`config.mk`:
```
export PLATFORM = sky130hd
export DESIGN_NAME = ascii_integer_parser_top_flat
export DESIGN_NICKNAME = d
export VERILOG_FILES = /design/src/hw/rtl/aip_pkg.sv /design/src/hw/rtl/aip_ifs.sv /design/src/hw/rtl/aip_front.sv /design/src/hw/rtl/aip_queue.sv /design/src/hw/rtl/aip_back.sv /design/src/hw/rtl/ascii_integer_parser_top.sv /design/src/flat_wrapper.sv
export SDC_FILE = /design/constraint.sdc
export NUM_CORES = 1
export LEC_CHECK = 0
export BUFFER_PORTS_ARGS = -buffer_cell sky130_fd_sc_hd__buf_2
export CAP_MARGIN = 20
export CORE_MARGIN = 3
export CORE_UTILIZATION = 25
export DETAILED_ROUTE_END_ITERATION = 16
export PLACE_DENSITY = 0.45
export RECOVER_POWER = 100
export SKIP_LAST_GASP = 1
export SYNTH_ARGS = -nofsm -noshare
export SYNTH_HDL_FRONTEND = slang
export SYNTH_SLANG_ARGS = --single-unit
```
`constraint.sdc`:
```
create_clock -name clk -period 18.4 [get_ports clk]
set_input_delay 0 -clock clk [delete_from_list [all_inputs] [get_ports clk]]
set_output_delay 0 -clock clk [all_outputs]
set_load 0.02 [all_outputs]
```
`src/hw/rtl/aip_pkg.sv`:
```
// Shared types, constants and codes of the ASCII integer parser.
package aip_pkg;

  localparam int VALUE_WIDTH_DEF = 32;
  localparam int MAX_CHARS_DEF   = 4096;
  localparam int QUEUE_DEPTH     = 2;

  localparam logic [5:0] BASE_RESET = 6'd10;
  localparam logic [5:0] MAX_BASE   = 6'd36;
  localparam logic [5:0] BASE_DEC   = 6'd10;
  localparam logic [5:0] BASE_HEX   = 6'd16;
  localparam logic [5:0] BASE_OCT   = 6'd8;
  localparam logic [5:0] BASE_BIN   = 6'd2;
  localparam logic [5:0] BASE_AUTO  = 6'd0;
  localparam logic [5:0] BASE_BAD   = 6'd1;

  localparam logic [7:0] ASCII_ZERO = 8'h30;
  localparam logic [7:0] ASCII_NINE = 8'h39;
  localparam logic [7:0] ASCII_UPPER_A = 8'h41;
  localparam logic [7:0] CASE_BIT   = 8'h20;   // 'a' ^ 'A'
  localparam logic [6:0] NO_DIGIT   = 7'd99;

  localparam logic [1:0] ST_OK       = 2'd0;
  localparam logic [1:0] ST_OVERFLOW = 2'd1;
  localparam logic [1:0] ST_BAD_BASE = 2'd2;

  // One classified byte as it travels from the front end to the back end.
  typedef struct packed {
    logic [6:0] digit;
    logic       space;
    logic       plus;
    logic       minus;
    logic       zero;
    logic       letter_x;
    logic       letter_b;
    logic       last;
    logic       first;
    logic       beyond;
    logic [5:0] base;
  } aip_class_t;

endpackage

```
`src/hw/rtl/aip_ifs.sv`:
```
// Channel interfaces: character input, configuration write and result output.
interface aip_char_if;
  import aip_pkg::*;
  logic       valid;
  logic       ready;
  logic [7:0] char_code;
  logic       last;
  modport source (output valid, char_code, last, input ready);
  modport sink (input valid, char_code, last, output ready);
endinterface

interface aip_cfg_if;
  import aip_pkg::*;
  logic       valid;
  logic       ready;
  logic [5:0] base_mode;
  modport source (output valid, base_mode, input ready);
  modport sink (input valid, base_mode, output ready);
endinterface

interface aip_result_if #(
  parameter int VALUE_WIDTH  = aip_pkg::VALUE_WIDTH_DEF,
  parameter int OFFSET_WIDTH = $clog2(aip_pkg::MAX_CHARS_DEF + 1)
);
  import aip_pkg::*;
  logic                          valid;
  logic                          ready;
  logic signed [VALUE_WIDTH-1:0] value;
  logic [OFFSET_WIDTH-1:0]       end_offset;
  logic [1:0]                    status;
  modport source (output valid, value, end_offset, status, input ready);
  modport sink (input valid, value, end_offset, status, output ready);
endinterface

```
`src/hw/rtl/aip_front.sv`:
```
// Front end: base register, byte index counter and byte classification.
module aip_front #(
  parameter int MAX_CHARS = aip_pkg::MAX_CHARS_DEF
) (
  input  logic                 clk,
  input  logic                 rst,
  aip_char_if.sink             chars,
  aip_cfg_if.sink              cfg,
  output logic                 push_valid,
  input  logic                 push_ready,
  output aip_pkg::aip_class_t  push_class,
  output logic [$clog2(MAX_CHARS+1)-1:0] push_idx
);
  import aip_pkg::*;

  localparam int IW = $clog2(MAX_CHARS + 1);

  logic [5:0]    base_mode;
  logic [IW-1:0] idx;
  logic          accept;
  logic          beyond;

  function automatic logic [6:0] digit_of(input logic [7:0] c);
    logic [7:0] t;
    begin
      t = 8'(c - ASCII_UPPER_A) & ~CASE_BIT;
      if (c[7]) digit_of = NO_DIGIT;
      else if (c >= ASCII_UPPER_A) digit_of = 7'(t) + 7'(BASE_DEC);
      else if (c >= ASCII_ZERO && c <= ASCII_NINE) digit_of = 7'(c - ASCII_ZERO);
      else digit_of = NO_DIGIT;
    end
  endfunction

  assign cfg.ready = 1'b1;

  always_ff @(posedge clk) begin
    if (rst) begin
      base_mode <= BASE_RESET;
    end else if (cfg.valid) begin
      base_mode <= cfg.base_mode;
    end
  end

  assign accept = chars.valid && chars.ready;
  assign beyond = (idx == IW'(MAX_CHARS));

  // index of the next byte; saturates at the string limit
  always_ff @(posedge clk) begin
    if (rst) begin
      idx <= '0;
    end else if (accept) begin
      if (chars.last) idx <= '0;
      else if (!beyond) idx <= idx + 1'b1;
    end
  end

  assign chars.ready = push_ready;
  assign push_valid  = chars.valid;
  assign push_idx    = idx;

  always_comb begin
    push_class.digit    = digit_of(chars.char_code);
    push_class.space    = (chars.char_code == 8'h20) ||
                          (chars.char_code >= 8'h09 && chars.char_code <= 8'h0D);
    push_class.plus     = (chars.char_code == 8'h2B);
    push_class.minus    = (chars.char_code == 8'h2D);
    push_class.zero     = (chars.char_code == ASCII_ZERO);
    push_class.letter_x = ((chars.char_code | CASE_BIT) == 8'h78);
    push_class.letter_b = ((chars.char_code | CASE_BIT) == 8'h62);
    push_class.last     = chars.last;
    push_class.first    = (idx == '0);
    push_class.beyond   = beyond;
    push_class.base     = base_mode;
  end

endmodule

```
`src/hw/rtl/aip_queue.sv`:
```
// Small register FIFO between the front end and the back end.
module aip_queue #(
  parameter int W     = 8,
  parameter int DEPTH = aip_pkg::QUEUE_DEPTH
) (
  input  logic         clk,
  input  logic         rst,
  input  logic         push_valid,
  output logic         push_ready,
  input  logic [W-1:0] push_data,
  output logic         pop_valid,
  input  logic         pop_ready,
  output logic [W-1:0] pop_data
);
  import aip_pkg::*;

  localparam int PW = (DEPTH > 1) ? $clog2(DEPTH) : 1;
  localparam int CW = $clog2(DEPTH + 1);

  logic [W-1:0]  mem [DEPTH];
  logic [PW-1:0] wr_ptr;
  logic [PW-1:0] rd_ptr;
  logic [CW-1:0] count;
  logic          push;
  logic          pop;

  assign push_ready = (count != CW'(DEPTH));
  assign pop_valid  = (count != '0);
  assign pop_data   = mem[rd_ptr];
  assign push       = push_valid && push_ready;
  assign pop        = pop_valid && pop_ready;

  always_ff @(posedge clk) begin
    if (push) mem[wr_ptr] <= push_data;
  end

  always_ff @(posedge clk) begin
    if (rst) begin
      wr_ptr <= '0;
      rd_ptr <= '0;
      count  <= '0;
    end else begin
      if (push) wr_ptr <= (wr_ptr == PW'(DEPTH - 1)) ? '0 : wr_ptr + 1'b1;
      if (pop) rd_ptr <= (rd_ptr == PW'(DEPTH - 1)) ? '0 : rd_ptr + 1'b1;
      if (push && !pop) count <= count + 1'b1;
      else if (pop && !push) count <= count - 1'b1;
    end
  end

endmodule

```
`src/hw/rtl/aip_back.sv`:
```
// Back end: parse state machine, saturating accumulate and result register.
module aip_back #(
  parameter int VALUE_WIDTH = aip_pkg::VALUE_WIDTH_DEF,
  parameter int MAX_CHARS   = aip_pkg::MAX_CHARS_DEF
) (
  input  logic                 clk,
  input  logic                 rst,
  input  logic                 pop_valid,
  output logic                 pop_ready,
  input  aip_pkg::aip_class_t  pop_class,
  input  logic [$clog2(MAX_CHARS+1)-1:0] pop_idx,
  aip_result_if.source         results
);
  import aip_pkg::*;

  localparam int IW = $clog2(MAX_CHARS + 1);
  localparam int VW = VALUE_WIDTH;
  localparam int PW = VW + 7;

  localparam logic [2:0] PH_SPACE   = 3'd0;
  localparam logic [2:0] PH_SIGNED  = 3'd1;
  localparam logic [2:0] PH_ZERO    = 3'd2;
  localparam logic [2:0] PH_PREFIX  = 3'd3;
  localparam logic [2:0] PH_DIGITS  = 3'd4;
  localparam logic [2:0] PH_DONE    = 3'd5;
  localparam logic [2:0] PH_INVALID = 3'd6;

  logic [2:0]    phase,       phase_next;
  logic          negative,    negative_next;
  logic [5:0]    active_base, base_next;
  logic [VW-1:0] magnitude,   magnitude_next;
  logic          overflowed,  overflowed_next;
  logic [IW-1:0] stop_index,  stop_next;

  logic          out_valid;
  logic [VW-1:0] out_value,   value_next;
  logic [IW-1:0] out_offset;
  logic [1:0]    out_status,  status_next;

  logic          pop;
  logic          take;
  logic          after_sign;
  logic [PW-1:0] prod;
  logic [PW-1:0] lim;

  assign pop_ready = !pop_class.last || !out_valid || results.ready;
  assign pop       = pop_valid && pop_ready;

  always_comb begin
    phase_next      = phase;
    negative_next   = negative;
    base_next       = active_base;
    magnitude_next  = magnitude;
    overflowed_next = overflowed;
    stop_next       = stop_index;
    take            = 1'b0;
    after_sign      = 1'b0;
    prod            = '0;
    lim             = '0;

    // base is sampled on the first byte of each string
    if (pop_class.first) begin
      base_next = pop_class.base;
      if (pop_class.base == BASE_BAD || pop_class.base > MAX_BASE) phase_next = PH_INVALID;
    end

    if (pop_class.beyond) begin
      if (phase_next != PH_INVALID) phase_next = PH_DONE;
    end else begin
      unique case (phase_next)
        PH_SPACE: begin
          if (pop_class.space) begin
            phase_next = PH_SPACE;
          end else if (pop_class.plus) begin
            phase_next = PH_SIGNED;
          end else if (pop_class.minus) begin
            negative_next = 1'b1;
            phase_next    = PH_SIGNED;
          end else begin
            after_sign = 1'b1;
          end
        end
        PH_SIGNED: after_sign = 1'b1;
        PH_ZERO: begin
          if ((base_next == BASE_HEX || base_next == BASE_AUTO) && pop_class.letter_x) begin
            base_next  = BASE_HEX;
            phase_next = PH_PREFIX;
          end else if ((base_next == BASE_BIN || base_next == BASE_AUTO) &&
                       pop_class.letter_b) begin
            base_next  = BASE_BIN;
            phase_next = PH_PREFIX;
          end else begin
            if (base_next == BASE_AUTO) base_next = BASE_OCT;
            take = 1'b1;
          end
        end
        PH_PREFIX, PH_DIGITS: take = 1'b1;
        default: phase_next = phase_next;
      endcase

      if (after_sign) begin
        if (pop_class.zero) begin
          stop_next  = pop_idx + 1'b1;
          phase_next = PH_ZERO;
        end else begin
          if (base_next == BASE_AUTO) base_next = BASE_DEC;
          take = 1'b1;
        end
      end

      if (take) begin
        if (base_next < BASE_BIN || pop_class.digit >= 7'(base_next)) begin
          phase_next = PH_DONE;
        end else begin
          phase_next = PH_DIGITS;
          stop_next  = pop_idx + 1'b1;
          // magnitude*base + d > limit is the overflow test
          prod = PW'(magnitude) * PW'(base_next) + PW'(pop_class.digit);
          lim  = (PW'(1) << (VW - 1)) - PW'(!negative_next);
          if (!overflowed) begin
            if (prod > lim) overflowed_next = 1'b1;
            else magnitude_next = prod[VW-1:0];
          end
        end
      end
    end

    if (phase_next == PH_INVALID) begin
      value_next  = '0;
      status_next = ST_BAD_BASE;
    end else if (overflowed_next) begin
      value_next  = negative_next ? (VW'(1) << (VW - 1)) : ~(VW'(1) << (VW - 1));
      status_next = ST_OVERFLOW;
    end else begin
      value_next  = negative_next ? VW'(-magnitude_next) : magnitude_next;
      status_next = ST_OK;
    end
  end

  always_ff @(posedge clk) begin
    if (rst) begin
      phase       <= PH_SPACE;
      negative    <= 1'b0;
      active_base <= '0;
      magnitude   <= '0;
      overflowed  <= 1'b0;
      stop_index  <= '0;
    end else if (pop) begin
      if (pop_class.last) begin
        phase       <= PH_SPACE;
        negative    <= 1'b0;
        active_base <= '0;
        magnitude   <= '0;
        overflowed  <= 1'b0;
        stop_index  <= '0;
      end else begin
        phase       <= phase_next;
        negative    <= negative_next;
        active_base <= base_next;
        magnitude   <= magnitude_next;
        overflowed  <= overflowed_next;
        stop_index  <= stop_next;
      end
    end
  end

  // result register
  always_ff @(posedge clk) begin
    if (rst) begin
      out_valid <= 1'b0;
    end else if (pop && pop_class.last) begin
      out_valid <= 1'b1;
    end else if (results.ready) begin
      out_valid <= 1'b0;
    end
  end

  always_ff @(posedge clk) begin
    if (pop && pop_class.last) begin
      out_value  <= value_next;
      out_offset <= (phase_next == PH_INVALID) ? '0 : stop_next;
      out_status <= status_next;
    end
  end

  assign results.valid      = out_valid;
  assign results.value      = out_value;
  assign results.end_offset = out_offset;
  assign results.status     = out_status;

endmodule

```
`src/hw/rtl/ascii_integer_parser_top.sv`:
```
// Streaming strtol: one ASCII byte per request in, one signed value per string out.
// Takes one byte per clock cycle while results are taken. While a result waits on the
// output the block keeps taking bytes until the next byte marked last reaches the back
// end; that byte then waits there, the two-entry queue fills and the byte input stalls.
// The rate is set by the back end's combinational multiply-accumulate and limit compare;
// the byte marked last passes the queue, and the result is registered when the back end
// takes it. The base register is sampled on the first byte of each string, so a write
// applies to the next string. A byte at index MAX_CHARS or later stops the parse.
module ascii_integer_parser_top #(
  parameter int VALUE_WIDTH = aip_pkg::VALUE_WIDTH_DEF,
  parameter int MAX_CHARS   = aip_pkg::MAX_CHARS_DEF
) (
  input  logic          clk,
  input  logic          rst,
  aip_char_if.sink      chars,
  aip_cfg_if.sink       cfg,
  aip_result_if.source  results
);
  import aip_pkg::*;

  localparam int IW = $clog2(MAX_CHARS + 1);
  localparam int CW = $bits(aip_class_t);
  localparam int QW = IW + CW;

  logic          push_valid;
  logic          push_ready;
  aip_class_t    push_class;
  logic [IW-1:0] push_idx;
  logic          pop_valid;
  logic          pop_ready;
  logic [QW-1:0] pop_data;
  aip_class_t    pop_class;
  logic [IW-1:0] pop_idx;

  aip_front #(.MAX_CHARS(MAX_CHARS)) u_front (
    .clk        (clk),
    .rst        (rst),
    .chars      (chars),
    .cfg        (cfg),
    .push_valid (push_valid),
    .push_ready (push_ready),
    .push_class (push_class),
    .push_idx   (push_idx)
  );

  aip_queue #(.W(QW), .DEPTH(QUEUE_DEPTH)) u_queue (
    .clk        (clk),
    .rst        (rst),
    .push_valid (push_valid),
    .push_ready (push_ready),
    .push_data  ({push_idx, push_class}),
    .pop_valid  (pop_valid),
    .pop_ready  (pop_ready),
    .pop_data   (pop_data)
  );

  assign pop_class = aip_class_t'(pop_data[CW-1:0]);
  assign pop_idx   = pop_data[QW-1:CW];

  aip_back #(.VALUE_WIDTH(VALUE_WIDTH), .MAX_CHARS(MAX_CHARS)) u_back (
    .clk       (clk),
    .rst       (rst),
    .pop_valid (pop_valid),
    .pop_ready (pop_ready),
    .pop_class (pop_class),
    .pop_idx   (pop_idx),
    .results   (results)
  );

endmodule

```
`src/flat_wrapper.sv`:
```
// flat-port wrapper written by rule: the top's interface ports become plain ports
module ascii_integer_parser_top_flat import aip_pkg::*;
#(
  parameter int VALUE_WIDTH = aip_pkg::VALUE_WIDTH_DEF,
  parameter int MAX_CHARS   = aip_pkg::MAX_CHARS_DEF
)
  (clk, rst, chars_valid, chars_char_code, chars_last, chars_ready, cfg_valid, cfg_base_mode, cfg_ready, results_valid, results_value, results_end_offset, results_status, results_ready);
  aip_char_if chars_i ();
  aip_cfg_if cfg_i ();
  aip_result_if #(.VALUE_WIDTH(VALUE_WIDTH)) results_i ();
  input  logic clk;
  input  logic rst;
  input wire logic [$bits(chars_i.valid)-1:0] chars_valid;
  input wire logic [$bits(chars_i.char_code)-1:0] chars_char_code;
  input wire logic [$bits(chars_i.last)-1:0] chars_last;
  output wire logic [$bits(chars_i.ready)-1:0] chars_ready;
  input wire logic [$bits(cfg_i.valid)-1:0] cfg_valid;
  input wire logic [$bits(cfg_i.base_mode)-1:0] cfg_base_mode;
  output wire logic [$bits(cfg_i.ready)-1:0] cfg_ready;
  output wire logic [$bits(results_i.valid)-1:0] results_valid;
  output wire logic [$bits(results_i.value)-1:0] results_value;
  output wire logic [$bits(results_i.end_offset)-1:0] results_end_offset;
  output wire logic [$bits(results_i.status)-1:0] results_status;
  input wire logic [$bits(results_i.ready)-1:0] results_ready;
  assign chars_i.valid = chars_valid;
  assign chars_i.char_code = chars_char_code;
  assign chars_i.last = chars_last;
  assign chars_ready = chars_i.ready;
  assign cfg_i.valid = cfg_valid;
  assign cfg_i.base_mode = cfg_base_mode;
  assign cfg_ready = cfg_i.ready;
  assign results_valid = results_i.valid;
  assign results_value = results_i.value;
  assign results_end_offset = results_i.end_offset;
  assign results_status = results_i.status;
  assign results_i.ready = results_ready;
  ascii_integer_parser_top #(.VALUE_WIDTH(VALUE_WIDTH), .MAX_CHARS(MAX_CHARS)) u_core (.clk(clk), .rst(rst), .chars(chars_i), .cfg(cfg_i), .results(results_i));
endmodule
```
==> reports/metrics.cfg <==
[outcome]
run_status=finished with violations
violations=max-capacitance violations, max-slew violations

[floorplan]
initial_core_util_pct=25.4
fp-row-count=100
core_area_um2=74800
die_area_um2=79300
fp.dieW_um=282
io_pins=70
die_h_um=282

[place]
dp_hpwl_um=44400
dp_cells=3031
place_area_um2=20200
portBuffers=68
place_congestion=0.898

[detailed_routing]
ant_nets=0
firstDrtPassIters=6
wl_met2_um=27900
drt_drc_violations_left=0
wirelength_um=59000
met1_length_um=27800
highest_layer=met4
vias=15900
routed_via_density=5.16
avgRoutedWirePerCell_um=19.1
dr_wl_met3_um=2350
drt_iter0_drc=1055

[cts]
h-tree-depth=4
cts.sink_count=198
postCtsSetupBuffers=0
clock_latency_ps=470
max-clock-path-buffers=2
cts_resized=0
cts_buffers=17
path_clk_slew_ps=90
cts-root-buf=clkbuf_16
cts_tree=done

[synth]
syn-num-nets=2386
synthCells=2104
yosysWarnings=0
synth_edf_count=117
synth_seq_area_share_pct=27.0
ys_dominant_reg_cell=edfxtp_1
yosys.cell_types.count=95
syn_area_um2=19000
syn_area_per_cell_um2=9.03
ys_ff_latch=198
async_flop_share_pct=0

[layout]
design_area_um2=20900
n_antenna_cell=0
fin_nets=2387
drive_above_1_share_pct=5.05
stdcell_count=3087
post-route-util_pct=27.9
syn_to_final_growth_pct=10.0

[global_routing]
antenna_found_initial=2
grt_pass1_wl_um=93400
grt.total_usage_pct=14.8
grt_pass1_vias=16000
grt-ovfl-total=0
grt_max_degree=71

[timing]
finalHoldViolations=0
layout_min_cycle_time_ps=15450
finalMaxSlewViolations=229
fmax_mhz=64.7
fin_crit_sh_pct=84.0
clock_skew_ps=20.7
tightest_slew_ps=2760
max-slew-margin-rel_pct=-84.1
setup_viol=0
tns_ps=0
rsz0062_at_grt=false

[power]
p_leak_nw=8.72
power_density_nw_per_um2=84.2
peakVddDrop_uv=56.8

[setup_path]
r2r_slack_ps=2950
crit_path_end_kind=flop
crit_type=reg -> reg
slowest_delay_ps=1240
crit_path_top_delay_cell=clkbuf_1
crit_path_start_kind=flop
cp.arrival_ps=15640
path_max_fanout=64
cp_data_required_time_ps=18590
rr_worst_depth=40

[hold_path]
min_path_cells=3
hp-class=in -> reg

[run]
cap_viol_max_count=6

## logic make-up (layout without fill, tap and decap cells)
kind of cell	count (synthesis)	count (layout)	synth area share, %
compound gates	451	451	16.3
mux	86	86	4.72
simple gates	786	786	21.8
flops	198	198	27.0
xor+xnor	49	49	2.26
other cells	1	1	0.0197
buf+inv	271	285	5.71
fa+ha+maj	262	262	22.2
## placed cells by master (no fill, tap or decap), types with 21 or more instances in the layout
cell,synthesis,routed
xor2_1,23,23
nor2b_1,27,27
xnor2_1,26,26
a31oi_1,27,27
fa_1,125,125
a21oi_1,105,104
nand4_1,40,40
ha_1,137,137
nor2_1,165,164
edfxtp_1,117,117
or3_1,25,25
clkbuf_1,102,63
dfxtp_1,81,80
a21o_1,30,30
mux2i_1,57,57
nor3_1,37,38
nor4_1,32,34
inv_1,135,135
a22oi_1,44,43
dlygate4sd3_1,0,21
nand3_1,36,36
o21ai_0,71,72
nand2_1,179,179
and2_1,140,132
## power breakdown
part	switching, W	total (W)	internal (W)	leakage (nW)
Sequential	0.0000317	0.000586	0.000555	1.77
Clock	0.000216	0.000407	0.000191	0.304
Combinational	0.000549	0.000767	0.000217	6.65
Total	0.000797	0.00176	0.000963	8.72
## final timing paths
kind / from / to
setup reg to reg: flop / u_core.u_back.results.value[30]$_SDFFCE_PN0P_
hold / removal: chars_char_code[3] / u_core.u_queue.mem[0][10]$_DFFE_PP_
setup / recovery: flop / u_core.u_back.results.value[30]$_SDFFCE_PN0P_
hold reg to reg: u_core.u_back.active_base[1]$_SDFFE_PP0P_ / u_core.u_back.active_base[1]$_SDFFE_PP0P_
## layout make-up
cell class	instances	area (um2)
inverters	136	510
well taps	969	1210
clock buffers	17	425
multi-input cells	1635	12800
flip-flops and latches	198	5140
repair buffers	117	652
clock inverters	15	205
fillers	8060	53900
## registers in the layout, summed over array words and instances, names as in the netlist, 3 cells and up, named ones only
signal / count
u_core.u_queue.mem: 70
u_core.u_back.magnitude: 32
u_core.u_back.results.value: 32
u_core.u_back.results.end_offset: 13
u_core.u_back.stop_index: 13
u_core.u_front.push_idx: 13
u_core.u_back.active_base: 6
u_core.u_front.base_mode: 6
u_core.u_back.phase: 3
## repair_timing
action / 4_1_cts / 5_1_grt
hold buffers: 21 / 0
setup endpoints to repair: 0 / 0
endpoints found under the hold margin: 24 / 0
## synth_stat cells, types with 8 or more instances
master	number	share of area (%)
inv_1	135	2.7
xor2_1	23	1.1
fa_1	125	13
nor4_1	32	1.1
and3_1	15	0.49
nand2b_1	16	0.53
a41oi_1	9	0.41
xnor2_1	26	1.2
a31oi_1	27	0.89
a22oi_1	44	1.7
or2_2	9	0.30
nor3_1	37	0.97
edfxtp_1	117	18
buf_1	9	0.18
or3_1	25	0.82
nand2_1	179	3.5
clkbuf_1	102	2.0
a21oi_1	105	2.8
o211ai_1	17	0.67
o21a_1	8	0.32
a21o_1	30	1.2
nor2b_1	27	0.89
nor2_1	165	3.3
ha_1	137	9.0
or4_1	19	0.75
nand3_1	36	0.95
nand4_1	40	1.3
o21ai_0	71	1.9
dfxtp_1	81	8.5
mux2_2	29	1.7
a211oi_1	13	0.51
a211o_1	10	0.46
buf_2	15	0.40
o31ai_1	18	0.71
and2_1	140	4.6
a2bb2oi_1	9	0.41
mux2i_1	57	3.0
## through the flow
step	hold WS [ps]	setup slack, ps	total power, W
floorplan	98.9	6690	0.00112
finish	36.2	2950	0.00176
global placement	206	4630	0.00137
CTS	17.0	4190	0.00179
global route	43.8	1690	0.00187
detailed placement	214	4260	0.00138
## critical path: cells and delay by family, from the launching register on
kind                     cells  cell delay [ps]
XOR/XNOR                     1              250
AND/OR/NAND/NOR             13             4970
flip-flops                   1              320
buffers and inverters        5             2050
adder cells (fa/ha/maj)      7             2920
multiplexers                 3             2020
AO/OA/AOI/OAI               11             2550
## per-layer routing
layer | global-route usage [%] | vias up
li1 | - | 7561
met1 | 20.4 | 7909
met2 | 25.0 | 410
met3 | 1.72 | 61
met4 | 3.30 | 0
met5 | 0 | -
Power figures use the tool's default switching activity.
